--- src/design/owik_pkg.sv ---
// Package for the omni wheel inverse kinematics block.
// Holds field widths, register indexes, CORDIC constants and the arctangent table.
// No dependencies.
`timescale 1ns / 1ps
package owik_pkg;
  localparam int AngleBits = 16;
  localparam int CordicSteps = 16;
  localparam int CordicW = 33;
  localparam logic signed [CordicW-1:0] CordicX0 = 33'sd652032874;
  localparam logic [23:0] EighthUnits = 24'd2097152;

  localparam logic [1:0] RegDiagGain = 2'd0;
  localparam logic [1:0] RegYawGain = 2'd1;
  localparam logic [1:0] RegWheelLimit = 2'd2;

  localparam logic [15:0] DiagGainRst = 16'd9051;
  localparam logic [15:0] YawGainRst = 16'd12800;
  localparam logic [15:0] WheelLimitRst = 16'd51200;

  typedef struct packed {
    logic [15:0] diag_gain;
    logic [15:0] yaw_gain;
    logic [15:0] wheel_limit;
  } cfg_t;

  function automatic logic signed [23:0] atan_units(input int idx);
    logic signed [23:0] r;
    case (idx)
      0: r = 24'sd2097152;
      1: r = 24'sd1238021;
      2: r = 24'sd654136;
      3: r = 24'sd332050;
      4: r = 24'sd166669;
      5: r = 24'sd83416;
      6: r = 24'sd41718;
      7: r = 24'sd20860;
      8: r = 24'sd10430;
      9: r = 24'sd5215;
      10: r = 24'sd2608;
      11: r = 24'sd1304;
      12: r = 24'sd652;
      13: r = 24'sd326;
      14: r = 24'sd163;
      15: r = 24'sd81;
      default: r = 24'sd0;
    endcase
    return r;
  endfunction
endpackage

--- src/design/owik_cordic.sv ---
// Pipelined CORDIC giving cosine and sine of a binary angle in Q1.30.
// One rotation step per register stage, with an enable for stalls. Uses owik_pkg.
`timescale 1ns / 1ps
module owik_cordic import owik_pkg::*; (
  input  logic                       clk_i,
  input  logic                       en_i,
  input  logic [15:0]                angle_i,
  output logic signed [CordicW-1:0]  cos_o,
  output logic signed [CordicW-1:0]  sin_o
);
  logic signed [CordicW-1:0] x_q [CordicSteps+1];
  logic signed [CordicW-1:0] y_q [CordicSteps+1];
  logic signed [23:0]        z_q [CordicSteps+1];
  logic [1:0]                quad_q [CordicSteps+1];
  logic [23:0]               a_d;
  logic [23:0]               t_d;

  always_comb begin
    a_d = {angle_i, 8'd0};
    a_d[23-AngleBits:0] = '0;
    t_d = a_d + EighthUnits;
  end

  always_ff @(posedge clk_i) begin
    if (en_i) begin
      x_q[0] <= CordicX0;
      y_q[0] <= '0;
      z_q[0] <= $signed({2'b00, t_d[21:0]}) - $signed(EighthUnits);
      quad_q[0] <= t_d[23:22];
    end
  end

  for (genvar i = 0; i < CordicSteps; i++) begin : g_step
    always_ff @(posedge clk_i) begin
      if (en_i) begin
        quad_q[i+1] <= quad_q[i];
        if (!z_q[i][23]) begin
          x_q[i+1] <= x_q[i] - (y_q[i] >>> i);
          y_q[i+1] <= y_q[i] + (x_q[i] >>> i);
          z_q[i+1] <= z_q[i] - atan_units(i);
        end else begin
          x_q[i+1] <= x_q[i] + (y_q[i] >>> i);
          y_q[i+1] <= y_q[i] - (x_q[i] >>> i);
          z_q[i+1] <= z_q[i] + atan_units(i);
        end
      end
    end
  end

  always_comb begin
    case (quad_q[CordicSteps])
      2'd0: begin cos_o = x_q[CordicSteps];  sin_o = y_q[CordicSteps];  end
      2'd1: begin cos_o = -y_q[CordicSteps]; sin_o = x_q[CordicSteps];  end
      2'd2: begin cos_o = -x_q[CordicSteps]; sin_o = -y_q[CordicSteps]; end
      default: begin cos_o = y_q[CordicSteps]; sin_o = -x_q[CordicSteps]; end
    endcase
  end
endmodule

--- config.mk ---
export PLATFORM = sky130hd
export DESIGN_NAME = owik_cordic
export DESIGN_NICKNAME = d
export VERILOG_FILES = /design/src/design/owik_pkg.sv /design/src/design/owik_cordic.sv
export SDC_FILE = /design/constraint.sdc
export NUM_CORES = 2
export LEC_CHECK = 0
export BUFFER_PORTS_ARGS = -buffer_cell sky130_fd_sc_hd__buf_2
export CORE_UTILIZATION = 45
export DETAILED_ROUTE_END_ITERATION = 12
export GPL_TIMING_DRIVEN = 0
export PLACE_DENSITY = 0.57
export SLEW_MARGIN = 20
export SYNTH_ARGS = -nofsm -noshare
export SYNTH_HDL_FRONTEND = slang
export SYNTH_SLANG_ARGS = --single-unit
--- constraint.sdc ---
create_clock -name clk_i -period 14.3 [get_ports clk_i]
set_clock_uncertainty 0.05 [all_clocks]
set_input_delay 0.715 -clock clk_i [delete_from_list [all_inputs] [get_ports clk_i]]
set_output_delay 0.715 -clock clk_i [all_outputs]
set_load 0.01 [all_outputs]
==> reports/qor.yml <==
timing.slew.headroom_pct: 24.83
r2r_setup_slack_ns: 8.05
worst_pin_slew_ns: 1.113
cts_tree: "built"
syn_area_mm2: 0.1122
drive_above_1_share_pct: 4.611
worst_skew_pair.late_latency_ns: 0.81
fmax_mhz: 147.0
drt-met1-wl_um: 141100
drc_errors: 0
dr.pass1.iters: 8
cp.arrival_ns: 7.37
final_antenna_net_count: 0
cts_max_level: 4
overflow: 0
synthSimpleGateAreaFrac_pct: 13.60
dr.max_layer_used: "met4"
io_pins: 84
routed-wl-met3_um: 13720
grt_pass1_vias: 86020
drt_iter0_drc: 6741
synth.lib_cells_used.distinct: 95
grt_max_degree: 60
die-area_mm2: 0.2513
finalHoldViolCount: 0
grt_usage_pct: 24.93
start_util_pct: 45.44
yosys.area.top_type: "edfxtp_1"
cts_root_buf: "clkbuf_16"
clk_pin_slew_ns: 0.06
grt_pass1_wl_um: 492900
path_class: "primary input to flip-flop"
crit_fanout: 16
r2r_end: "y_q[4][32]"
drv_cap: 0
setup_viol: 0
ys_warn_count: 0
start_kind: "primary input"
r2r_cells: 17
finalNetCount: 13270
dieHeight_um: 501.3
antenna_found_initial: 6
n_fill_cell: 23050
startpoint: "en_i"
synth_edf_count: 1323
dp_hpwl_um: 261500
hold_ws_ns: 0.1046
synth_xor_area_share_pct: 13.65
synth_compound_area_share_pct: 19.36
synth_top_area_share_pct: 35.42
endpoint: "y_q[4][32]"
tns_ns: 0
cts.sinks: 1323
synthAdderAreaFrac_pct: 14.43
area_growth_pct: 9.233
dr_wl_met2_um: 155200
ys_ff_latch: 1323
finalWirelength_um: 320200
syn_avg_cell_area_um2: 9.587
gp_congestion: 0.9308
synthMuxAreaShare_pct: 1.194
row_count: 182
status: "finished, final reports clean"
vias: 89520
wl_per_cell_um: 20.77
synth_nets: 12990
worst_r2r_startpoint: "z_q[3][23]"
numPortBuffers: 83
ctsResizeCount: 0
die_x_um: 501.3
viasPerCell: 5.807
endpoint_kind: "flip-flop"
cts_max_path_buffers: 3
drv_slew: 0
synth_top_family_by_area: "compound AO/OA/AOI/OAI gates"
fin_crit_ns: 6.804
synth.area.top_cells: "edfxtp_1, ha_1, xnor2_1"
multi_input_area_mm2: 0.06983
crit_required_ns: 14.87
synth-main-ff-cell: "edfxtp_1"
min_path_type: "primary input to flip-flop"
ys_async_sr_fraction_pct: 0
core_mm2: 0.2468
grt_setup_unrepaired: "false"
cts_inserted_buffers: 159
synth_cells: 11700
period_share_pct: 47.58
ys_seq_area_share_pct: 35.42
seq_area_mm2: 0.03973
-- how the worst min path moves through the flow --
stage               slack, ns          from       endpoint  cells past startpoint
finish                   0.10   angle_i[13]     z_q[0][22]                      1
global route             0.07   angle_i[13]     z_q[0][22]                      1
CTS                      0.04   angle_i[13]     z_q[0][22]                      1
detailed placement       0.35  quad_q[8][1]   quad_q[9][1]                      0
global placement         0.35  quad_q[5][1]   quad_q[6][1]                      0
floorplan                0.35  quad_q[9][0]  quad_q[10][0]                      0
-- cells in the mapped netlist, drive strengths merged, types with 220 or more instances --
cell type / number
edfxtp: 1323
ha: 1225
xnor2: 1153
a21oi: 1147
nor2: 967
nand2: 635
o21ai: 620
xor2: 595
a21o: 512
inv: 477
nor3: 314
nand3: 220
-- flip-flops by register name (all words and copies together), names as in the netlist --
register / count
z_q: 323
y_q: 496
quad_q: 34
x_q: 470
-- cells in the final DEF (no fill, tap or decap), types with 86 or more instances in the layout --
master,instances
and3_1,120
nor2b_1,143
clkbuf_1,179
o21bai_1,140
o21a_1,168
clkbuf_16,162
a21o_1,512
a21oi_1,1146
a211oi_1,107
buf_2,97
nor2_1,967
a31oi_1,98
o21ai_0,606
ha_1,1225
xnor2_1,1153
nand2_1,635
xor2_1,595
nand4_1,86
edfxtp_1,1323
nor3_1,311
o31ai_1,156
nor4_1,107
inv_1,475
nand3_1,220
or3_1,91
nand2b_1,161
-- cell families (layout without fill, tap and decap cells) --
| family | Yosys count | after routing |
|---|---|---|
| buffers and inverters | 700 | 1100 |
| and+or+nand+nor | 3123 | 3123 |
| adders and majority gates | 1268 | 1268 |
| AOI/OAI and AO/OA | 3414 | 3414 |
| other | 0 | 3 |
| muxes | 125 | 125 |
| xor gates and xnor gates | 1748 | 1748 |
| DFF | 1323 | 1323 |
-- metrics by stage --
step	util [%]	setup WS [ns]	instance area, µm²	cells
6_report	49.64	7.496	122500	15420
5_1_grt	49.64	7.078	122500	15420
4_1_cts	49.63	7.575	122500	15410
3_5_place_dp	47.56	6.745	117400	15120
3_3_place_gp	47.29	3.534	116700	15100
2_1_floorplan	-	9.252	112200	11700
-- layout make-up --
cell class,count,share of cell area [%]
diodes,3,0.006127
plain buffers,217,0.7454
clock buffers,191,3.397
clock inverters,90,0.6515
inverters,483,1.480
flip-flops and latches,1323,32.42
repair buffers,119,0.9272
well taps,3312,3.382
multi-input cells,9678,56.99
-- per-layer routing --
metal / vias up / global-route usage [%]
li1: 44100 / -
met1: 42810 / 32.03
met2: 2161 / 43.57
met3: 457 / 2.537
met4: 0 / 8.055
met5: - / 0
-- what timing repair did --
item / 4_1_cts / 5_1_grt
buffers inserted: 0 / 0
hold endpoints to repair: 13 / 0
hold buffers: 13 / 0
-- worst max-delay path, cell delays in order --
cell      delay (ns)
buf_4           0.33
clkbuf_2        0.61
nand2_1         0.49
inv_1           0.27
clkbuf_1        0.52
clkbuf_1        0.87
nor2_1          0.12
xnor2_1         0.17
ha_1            0.33
a21o_1          0.21
a211oi_1        0.32
o21ai_0         0.31
o211ai_1        0.41
a211oi_1        0.17
o221ai_1        0.38
o21ai_0         0.24
a221o_1         0.41
and4_1          0.22
nor3_1          0.24
Power is left out: the tool's default activity adds up to more than one toggle a clock period on the data nets, which glitch-free logic cannot reach.
